File: src/ptsb_pkg.sv
// Shared types, codes and sizes for the periodic timer slot bank.
`timescale 1ns / 1ps
package ptsb_pkg;

  localparam int NUM_SLOTS = 8;
  localparam int IDX_W = (NUM_SLOTS > 1) ? $clog2(NUM_SLOTS) : 1;

  localparam logic [2:0] MODE_INIT    = 3'd0;
  localparam logic [2:0] MODE_START   = 3'd1;
  localparam logic [2:0] MODE_STOP    = 3'd2;
  localparam logic [2:0] MODE_TICK    = 3'd3;
  localparam logic [2:0] MODE_SERVICE = 3'd4;

  localparam logic [2:0] KIND_ACK      = 3'd0;
  localparam logic [2:0] KIND_FIRE     = 3'd1;
  localparam logic [2:0] KIND_BADPARAM = 3'd2;
  localparam logic [2:0] KIND_FULL     = 3'd3;
  localparam logic [2:0] KIND_BADSLOT  = 3'd4;

  typedef enum logic [1:0] {
    ST_IDLE,
    ST_WALK,
    ST_FIN
  } state_t;

  typedef struct packed {
    logic [31:0]        arg;
    logic signed [16:0] repeat_cnt;
    logic [31:0]        remaining;
    logic [31:0]        period;
  } slot_entry_t;

  typedef struct packed {
    logic [2:0]  kind;
    logic [2:0]  slot;
    logic [31:0] arg;
    logic        last;
  } result_t;

endpackage

File: src/periodic_timer_slot_bank_core.sv
// Top level of the periodic timer slot bank: slot memory, sequencer and output register.
`timescale 1ns / 1ps
// Init, start and stop: result registered in the cycle after the input beat; one item per
// cycle while the output is not stalled. Tick and service, only while running, walk the slot
// memory one slot per cycle through its single read port, holding on a fire beat while the
// output stalls. Service gives one fire beat per expired slot, then a closing ack with tlast.
// Synchronous reset clears the sequencer, tick counter, run flag and per-slot valid bits;
// slot memory contents need no clearing pass, an invalid slot reads as free.
module periodic_timer_slot_bank_core
  import ptsb_pkg::*;
(
  input  logic        clk,
  input  logic        rst,
  input  logic        s_axis_tvalid,
  output logic        s_axis_tready,
  // period_ticks[31:0], repeat_count[48:32], user_arg[80:49], slot_select[84:81]
  input  logic [87:0] s_axis_tdata,
  // mode[2:0]
  input  logic [2:0]  s_axis_tuser,
  output logic        m_axis_tvalid,
  input  logic        m_axis_tready,
  // slot_number[2:0], fired_arg[34:3], tick_value[66:35]
  output logic [71:0] m_axis_tdata,
  // result_kind[2:0]
  output logic [2:0]  m_axis_tuser,
  output logic        m_axis_tlast
);

  slot_entry_t mem [NUM_SLOTS];
  slot_entry_t rd_data;

  state_t              state, state_next;
  logic                running;
  logic [31:0]         tick_counter;
  logic [NUM_SLOTS-1:0] valid;
  logic [IDX_W-1:0]    idx;
  logic                is_service;

  logic                out_valid;
  result_t             out_res;
  logic [31:0]         out_tick;

  logic [2:0]          in_mode;
  logic [31:0]         in_period;
  logic signed [16:0]  in_repeat;
  logic [31:0]         in_arg;
  logic [3:0]          in_sel;

  logic                acc, can_load, advance, idx_last;
  logic                load;
  result_t             load_res;
  logic                mem_we;
  logic [IDX_W-1:0]    mem_wa;
  slot_entry_t         mem_wd;
  logic                rd_en;
  logic [IDX_W-1:0]    rd_addr;
  logic                valid_clr_all, valid_set, valid_clr;
  logic [IDX_W-1:0]    valid_set_idx, valid_clr_idx;
  logic                tick_inc, run_set, walk_start;
  logic                free_found;
  logic [IDX_W-1:0]    free_idx;
  logic signed [16:0]  rep_new;

  assign in_mode   = s_axis_tuser;
  assign in_period = s_axis_tdata[31:0];
  assign in_repeat = s_axis_tdata[48:32];
  assign in_arg    = s_axis_tdata[80:49];
  assign in_sel    = s_axis_tdata[84:81];

  assign can_load = !out_valid || m_axis_tready;
  assign acc      = s_axis_tvalid && s_axis_tready;
  assign idx_last = (idx == IDX_W'(NUM_SLOTS - 1));

  always_comb begin
    free_found = 1'b0;
    free_idx   = '0;
    for (int i = NUM_SLOTS - 1; i >= 0; i--) begin
      if (!valid[i]) begin
        free_found = 1'b1;
        free_idx   = IDX_W'(i);
      end
    end
  end

  always_comb begin
    if (!rd_data.repeat_cnt[16] && (rd_data.repeat_cnt != 17'sd0)) begin
      rep_new = rd_data.repeat_cnt - 17'sd1;
    end else begin
      rep_new = rd_data.repeat_cnt;
    end
  end

  // next state
  always_comb begin
    state_next = state;
    case (state)
      ST_IDLE: begin
        if (walk_start) state_next = ST_WALK;
      end
      ST_WALK: begin
        if (advance && idx_last) state_next = ST_FIN;
      end
      ST_FIN: begin
        if (can_load) state_next = ST_IDLE;
      end
      default: state_next = ST_IDLE;
    endcase
  end

  // outputs and datapath control
  always_comb begin
    s_axis_tready = 1'b0;
    load          = 1'b0;
    load_res      = '0;
    mem_we        = 1'b0;
    mem_wa        = idx;
    mem_wd        = rd_data;
    rd_en         = 1'b0;
    rd_addr       = '0;
    valid_clr_all = 1'b0;
    valid_set     = 1'b0;
    valid_set_idx = free_idx;
    valid_clr     = 1'b0;
    valid_clr_idx = idx;
    tick_inc      = 1'b0;
    run_set       = 1'b0;
    walk_start    = 1'b0;
    advance       = 1'b0;
    load_res.last = 1'b1;
    case (state)
      ST_IDLE: begin
        s_axis_tready = can_load;
        if (acc) begin
          case (in_mode)
            MODE_INIT: begin
              valid_clr_all = 1'b1;
              run_set       = 1'b1;
              load          = 1'b1;
              load_res.kind = KIND_ACK;
            end
            MODE_START: begin
              load = 1'b1;
              if (in_period == 32'd0 || in_repeat == 17'sd0) begin
                load_res.kind = KIND_BADPARAM;
              end else if (!free_found) begin
                load_res.kind = KIND_FULL;
              end else begin
                load_res.kind       = KIND_ACK;
                load_res.slot       = 3'(free_idx);
                mem_we              = 1'b1;
                mem_wa              = free_idx;
                mem_wd.period       = in_period;
                mem_wd.remaining    = in_period;
                mem_wd.repeat_cnt   = in_repeat;
                mem_wd.arg          = in_arg;
                valid_set           = 1'b1;
              end
            end
            MODE_STOP: begin
              load          = 1'b1;
              load_res.slot = in_sel[2:0];
              if (5'(in_sel) >= 5'(NUM_SLOTS)) begin
                load_res.kind = KIND_BADSLOT;
              end else begin
                load_res.kind = KIND_ACK;
                valid_clr     = 1'b1;
                valid_clr_idx = IDX_W'(in_sel);
              end
            end
            MODE_TICK: begin
              if (running) begin
                tick_inc   = 1'b1;
                walk_start = 1'b1;
                rd_en      = 1'b1;
              end
            end
            MODE_SERVICE: begin
              if (running) begin
                walk_start = 1'b1;
                rd_en      = 1'b1;
              end
            end
            default: ;
          endcase
        end
      end
      ST_WALK: begin
        if (!is_service) begin
          advance = 1'b1;
          if (valid[idx] && rd_data.remaining != 32'd0) begin
            mem_we           = 1'b1;
            mem_wd.remaining = rd_data.remaining - 32'd1;
          end
        end else if (valid[idx] && rd_data.remaining == 32'd0) begin
          if (can_load) begin
            advance       = 1'b1;
            load          = 1'b1;
            load_res.kind = KIND_FIRE;
            load_res.slot = 3'(idx);
            load_res.arg  = rd_data.arg;
            load_res.last = 1'b0;
            if (rep_new != 17'sd0) begin
              mem_we            = 1'b1;
              mem_wd.remaining  = rd_data.period;
              mem_wd.repeat_cnt = rep_new;
            end else begin
              valid_clr = 1'b1;
            end
          end
        end else begin
          advance = 1'b1;
        end
        if (advance && !idx_last) begin
          rd_en   = 1'b1;
          rd_addr = idx + IDX_W'(1);
        end
      end
      ST_FIN: begin
        if (can_load) begin
          load          = 1'b1;
          load_res.kind = KIND_ACK;
        end
      end
      default: ;
    endcase
  end

  always_ff @(posedge clk) begin
    if (mem_we) mem[mem_wa] <= mem_wd;
    if (rd_en) rd_data <= mem[rd_addr];
  end

  always_ff @(posedge clk) begin
    if (rst) begin
      state        <= ST_IDLE;
      running      <= 1'b0;
      tick_counter <= '0;
      valid        <= '0;
      idx          <= '0;
      is_service   <= 1'b0;
      out_valid    <= 1'b0;
    end else begin
      state <= state_next;
      if (run_set) begin
        running      <= 1'b1;
        tick_counter <= '0;
      end else if (tick_inc) begin
        tick_counter <= tick_counter + 32'd1;
      end
      if (valid_clr_all) begin
        valid <= '0;
      end else begin
        if (valid_set) valid[valid_set_idx] <= 1'b1;
        if (valid_clr) valid[valid_clr_idx] <= 1'b0;
      end
      if (walk_start) begin
        idx        <= '0;
        is_service <= (in_mode == MODE_SERVICE);
      end else if (advance && !idx_last) begin
        idx <= idx + IDX_W'(1);
      end
      if (load) begin
        out_valid <= 1'b1;
      end else if (m_axis_tready) begin
        out_valid <= 1'b0;
      end
    end
  end

  // tick value follows the counter after the operation; init clears it
  always_ff @(posedge clk) begin
    if (load) begin
      out_res  <= load_res;
      out_tick <= run_set ? 32'd0 : tick_counter;
    end
  end

  assign m_axis_tvalid = out_valid;
  assign m_axis_tuser  = out_res.kind;
  assign m_axis_tlast  = out_res.last;
  assign m_axis_tdata  = {5'd0, out_tick, out_res.arg, out_res.slot};

  a_no_accept_in_walk: assert property (@(posedge clk) disable iff (rst)
    (state != ST_IDLE) |-> !s_axis_tready)
    else $error("input taken while walking slots");

  a_fire_not_last: assert property (@(posedge clk) disable iff (rst)
    (m_axis_tvalid && m_axis_tuser == KIND_FIRE) |-> !m_axis_tlast)
    else $error("fire beat marked last");

  a_walk_closes: assert property (@(posedge clk) disable iff (rst)
    (state == ST_FIN && can_load) |=> (m_axis_tvalid && m_axis_tlast &&
                                       m_axis_tuser == KIND_ACK))
    else $error("walk ended without closing ack");

  a_walk_write_addr: assert property (@(posedge clk) disable iff (rst)
    (state == ST_WALK && mem_we) |-> (mem_wa == idx && valid[idx]))
    else $error("slot write outside current valid slot");

endmodule
File: config.mk
export PLATFORM = sky130hd
export DESIGN_NAME = periodic_timer_slot_bank_core
export DESIGN_NICKNAME = d
export VERILOG_FILES = /design/src/ptsb_pkg.sv /design/src/periodic_timer_slot_bank_core.sv
export SDC_FILE = /design/constraint.sdc
export NUM_CORES = 2
export LEC_CHECK = 0
export ABC_AREA = 1
export BUFFER_PORTS_ARGS = -buffer_cell sky130_fd_sc_hd__buf_4
export CAP_MARGIN = 20
export CORE_ASPECT_RATIO = 0.5
export CORE_MARGIN = 4
export CORE_UTILIZATION = 29
export CTS_BUF_LIST = sky130_fd_sc_hd__clkbuf_8
export CTS_CLUSTER_DIAMETER = 100
export CTS_CLUSTER_SIZE = 12
export DETAILED_ROUTE_END_ITERATION = 7
export PLACE_DENSITY = 0.56
export RECOVER_POWER = 25
export REMOVE_ABC_BUFFERS = 1
export SLEW_MARGIN = 20
export SYNTH_ARGS = -nofsm -noshare
export SYNTH_HDL_FRONTEND = slang
export SYNTH_SLANG_ARGS = --single-unit
export TNS_END_PERCENT = 20
File: constraint.sdc
create_clock -name clk -period 8.1 [get_ports clk]
set_clock_uncertainty 0.15 [all_clocks]
set_input_delay 1.215 -clock clk [delete_from_list [all_inputs] [get_ports clk]]
set_output_delay 1.215 -clock clk [all_outputs]
set_load 0.03 [all_outputs]
* Word-level counts from Yosys, hierarchy flattened *
Memory sizes are Yosys's and may differ from the RTL's. A register that Yosys moved wholly into a read port is not among the register bits.
Index checks and enable logic that the tools add are counted.

word-level totals
  word-level logic and storage cells = 180
  RAM bits = 904
  bits of input ports = 95
  memories kept = 1
  output and inout port bits = 78
  bits in registers = 119

cells by class
  eq/ne operators = 10
  reduce and logical (&&, ||, !) cells = 30
  bitwise logic cells = 3
  add/sub/neg operators = 4
  multiplexer cells = 114
  magnitude comparators = 6

memory list
  name  depth  width  rd ports  clocked after memory_dff  wr ports  line                                 source
  mem   8      113    1         1                         1         periodic_timer_slot_bank_core.sv:29  slot_entry_t mem [NUM_SLOTS];

operators by type and width
  operator                 count
  $mux W113                4
  $mux W49                 3
  $mux W32                 4
  $mux W37                 3
  $pmux W49 S2             1
  $mux W3                  22
  $logic_not A32 Y1        2
  $mux W1                  53
  $mux W17                 2
  $reduce_bool A17 Y1      2
  $add A32 B1 Y32 const B  1
  $mux W8                  4
  $reduce_bool A32 Y1      1
  $sub A32 B1 Y32 const B  1
  $pmux W3 S2              4
  $logic_not A17 Y1        1
  $sub A17 B2 Y17 const B  1
  $lt A3 B4 Y1 const B     3
  $mux W2                  5
  $logic_and A1 B1 Y1      9
  $and A8 B8 Y8            1
  $not A8 Y8               1
  $or A8 B8 Y8             1
  $demux W1 S3             2
  23 further kinds         36

* Logic depth before layout (Yosys ltp) *
  word-level depth = 18
  mapped depth = 21
  depth with buffers taken out = 19

* Worst setup path after synthesis *
No wires, ideal clock.

  kind = input-to-reg
  start point = input port m_axis_tready
  end point = memory mem[1][0] (netlist name), enable pin
  path buffers = 1
  setup slack = -688 ps
  stages = 11
  arrival = 8015 ps
  cell sequence = inv_1 -> nand2_1 -> nand3_2 -> nor2_1 -> nand3_1 -> inv_2 -> clkbuf_1 -> o21ai_0 -> inv_1 -> nand2_1 -> a21oi_1

on the way
  cells in the longest elaborated chain, start to end = 7

RTL lines
  item                                            line                                                                        source
  start: declaration                              periodic_timer_slot_bank_core.sv:21                                         input logic m_axis_tready,
  $logic_or A1 B1 Y1 (*)                          periodic_timer_slot_bank_core.sv:70                                         assign can_load = !out_valid || m_axis_tready;
  $mux W1 (on tied branches)                      periodic_timer_slot_bank_core.sv:195, periodic_timer_slot_bank_core.sv:130
  $mux W1 or $logic_and A1 B1 Y1 (tied branches)  periodic_timer_slot_bank_core.sv:194, periodic_timer_slot_bank_core.sv:71
  $mux W1 (on tied branches)                      periodic_timer_slot_bank_core.sv:188, periodic_timer_slot_bank_core.sv:133
  $pmux W1 S2                                     periodic_timer_slot_bank_core.sv:130                                        case (state)
  $mux W1                                         periodic_timer_slot_bank_core.sv:229                                        if (mem_we) mem[mem_wa] <= mem_wd;
  $mux W1 (implied by the code)                   periodic_timer_slot_bank_core.sv:229
  end: declaration                                periodic_timer_slot_bank_core.sv:29

Mark *: on every way between the ends. The rest lies on a longest branch, timed or not.

* Final worst setup path *
  start point = register state[1]
  end point = memory mem[7][79] (netlist name), enable pin

on the way
  cells in the longest elaborated chain, start to end = 7

RTL lines
  item                           line                                  source
  start: declaration             periodic_timer_slot_bank_core.sv:32   state_t state, state_next;
  start signal: assignment       periodic_timer_slot_bank_core.sv:243  state <= state_next;
  $logic_not A2 Y1               periodic_timer_slot_bank_core.sv:130
  $mux W1                        periodic_timer_slot_bank_core.sv:130
  $logic_and A1 B1 Y1            periodic_timer_slot_bank_core.sv:71   assign acc = s_axis_tvalid && s_axis_tready;
  $mux W1                        periodic_timer_slot_bank_core.sv:133  if (acc) begin
  $pmux W1 S2                    periodic_timer_slot_bank_core.sv:130
  $mux W1                        periodic_timer_slot_bank_core.sv:229
  $mux W1 (implied by the code)  periodic_timer_slot_bank_core.sv:229

Parallel ways exist; a longest one is shown, timed or not.

==> impl_metrics.tcl <==
set metrics [dict create \
    grtUsageMet3 0.0189 \
    syn-cell-area_mm2 0.0524 \
    path_max_fanout 32 \
    grt_use_met2 0.256 \
    core_area_mm2 0.178 \
    place_ws_ns 2.31 \
    rsz0062_at_grt "false" \
    placementRows 109 \
    met1_usage 0.195 \
    cap_violations 6 \
    multi_input_area_mm2 0.0155 \
    drive_above_1_share 0.0606 \
    cts.sinks 1136 \
    port_buffers 164 \
    via_per_inst 4.74 \
    clk_latency_ns 0.82 \
    design_area_mm2 0.0571 \
    grt_util_all_layers 0.148 \
    synth_top_area_share 0.623 \
    drc 0 \
    post_cts_resized 0 \
    ys_types 53 \
    ir_worst_vdd_mv 0.133 \
    fin_crit_sh 0.835 \
    setup_viol 0 \
    synth_xor_area_frac 0.00501 \
    critical_path.cell_chain "clkbuf_1 > nor2_2 > clkbuf_1 > inv_1 > clkbuf_1 > a21oi_1 > nand2_2 > nand2_1 > nand2_1 > nor2_4 > buf_4" \
    finalMaxSlewViolations 182 \
    critical-path-max-stage-delay_ns 1.22 \
    routedWlPerCell_um 18.6 \
    maxSlewHeadroom -0.959 \
    synth_flop_cell "edfxtp_1" \
    clk_path_buf_depth 3 \
    violations "capacitance limit, slew limit" \
    fmax_ghz 0.148 \
    synth-seq-cells 1136 \
    grt-busiest-layer "met2" \
    hold_path.class "reg -> reg" \
    finalHoldViolCount 0 \
    grt_pass1_wl_mm 216 \
    crit_arrival_ns 7.05 \
    fin_crit_ns 6.76 \
    die-width_um 609 \
    postRouteWirelength_mm 144 \
    fin_util 0.321 \
    end_kind "register" \
    grt_max_degree 184 \
    io_pins 173 \
    numCtsBuffers 104 \
    syn_to_final_growth_pct 9.02 \
    nFillCells 18300 \
    startpoint_type "register" \
    vias 36600 \
    ys_seq_area_frac 0.642 \
    worstMarginPinSlew_ns 2.94 \
    syn_inst 5277 \
    crit_type "reg -> reg" \
    ant_nets 0 \
    die_h_um 309 \
    yosys.area.top_type "edfxtp_1" \
    synth_fa_ha_area_frac 0.00143 \
    power.density_mw_per_mm2 173 \
    die_area_mm2 0.188 \
    holdBufCountCts 0 \
    finalWeightedCongestion 0.869 \
    dpl_cell_area_mm2 0.0558 \
    p_leak_nw 21.8 \
    synth-compound-area-share 0.0360 \
    cts_root_buffer "clkbuf_8" \
    yosys-top-cells-area "edfxtp_1 (62%), nand2_1 (13%), nand3_1 (5.2%)" \
    crit_top_cell "clkbuf_1" \
    fin_nets 5406 \
    synth_common_cells "nand2_1 (1819), edfxtp_1 (1088), nand3_1 (545)" \
    fin_cells 7722 \
    drt_iter0_drc 2861 \
    h-tree-depth 3 \
    slowest_stage "clkbuf_1" \
    cts_tree "done" \
    placed_cells 7585 \
    synthSimpleGateAreaFrac 0.251 \
    synth_most_common_cell "nand2_1" \
    fin_ws_ns 1.34 \
    yosys_warnings 0 \
    status "finished, violations left" \
    start_util 0.294 \
    seq_area_mm2 0.0336 \
    synth_edf_count 1088 \
    grt_pass1_vias 34300 \
    dr.pass1.iters 6 \
    required_ns 8.39 \
    clkTransAtPathRegs_ns 0.10 \
    fin_setup_tns_ns 0 \
    overflow 0 \
    synthMuxAreaShare 0 \
    avgSynthCellArea_um2 9.93 \
    antenna_found_initial 6 \
    synth_async_sr_flop_share 0 \
    hpwl_mm 76.0 \
    synth_top_family_by_area "simple AND/OR/NAND/NOR gates" \
    post_cts_buffers 0 \
]
==> through the flow <==
step / power, mW / hold slack (ns)
floorplan: 6.74 / 0.298
global route: 10.2 / 0.352
CTS: 9.99 / 0.332
global placement: 6.89 / 0.310
finish: 9.87 / 0.332
detailed placement: 6.89 / 0.320
==> cell type report <==
| cell class | count | area share |
|---|---|---|
| Antenna cell | 7 | 0.000307 |
| Clock buffer | 106 | 0.0255 |
| Clock inverter | 24 | 0.00280 |
| Inverter | 469 | 0.0316 |
| Multi-Input combinational cell | 3375 | 0.271 |
| Sequential cell | 1136 | 0.589 |
| Tap cell | 2386 | 0.0523 |
| Timing Repair Buffer | 219 | 0.0274 |
==> kinds of logic (layout without fill, tap and decap cells) <==
kind of cell	after synthesis	after routing
DFF	1136	1136
adders and majority gates	6	6
xor gates and xnor gates	30	30
buffers and inverters	770	818
other	1	12
and+or+nand+nor	2989	2989
AOI/OAI and AO/OA	345	345
==> placed cells by master (no fill, tap or decap), types with 13 or more instances in the layout <==
| master | count |
|---|---|
| a21oi_1 | 78 |
| buf_12 | 15 |
| buf_4 | 126 |
| clkbuf_1 | 77 |
| clkbuf_8 | 106 |
| dfxtp_1 | 47 |
| edfxtp_1 | 1088 |
| inv_1 | 474 |
| nand2_1 | 1819 |
| nand3_1 | 546 |
| nand3b_1 | 230 |
| nand4_1 | 29 |
| nor2_1 | 257 |
| nor3_1 | 37 |
| nor4_1 | 15 |
| o211ai_1 | 13 |
| o21ai_0 | 190 |
| o21ai_1 | 14 |
| xor2_1 | 28 |
==> state kept, by name, summed over array words and instances (netlist names) <==
signal and flops:
mem 904, rd_data 113, state 2, m_axis_tuser 3, running 1, m_axis_tlast 1, is_service 1, valid 8
out_tick 32, tick_counter 32, idx 3, m_axis_tdata 35, m_axis_tvalid 1
==> routing by layer <==
metal  part of all wire  routed length, um
met1               0.43              62300
met3              0.051               7320
met2               0.49              70600
met5                  0                  0
met4              0.025               3590
==> report_power, final <==
part | leakage, nW | switching (mW) | total [mW] | internal, mW
clock | 0.899 | 1.91 | 3.13 | 1.22
sequential | 10.2 | 0.0132 | 6.43 | 6.42
combinational | 10.7 | 0.227 | 0.307 | 0.0801
==> critical path, delay by kind of cell (launching register included) <==
| family | cells | cell delay, ns |
|---|---|---|
| simple gates | 5 | 1.79 |
| flops | 1 | 0.32 |
| compound gates | 1 | 0.46 |
| buf+inv | 5 | 3.60 |
==> final timing paths <==
kind	start	depth (start not counted)	slack [ns]	endpoint
setup reg to reg	state[1]	11	1.34	mem[7][79]
setup / recovery	state[1]	11	1.34	mem[7][79]
hold reg to reg	tick_counter[16]	2	0.33	tick_counter[16]
hold / removal	tick_counter[16]	2	0.33	tick_counter[16]
Note: power is estimated with default switching activity, not from simulation.
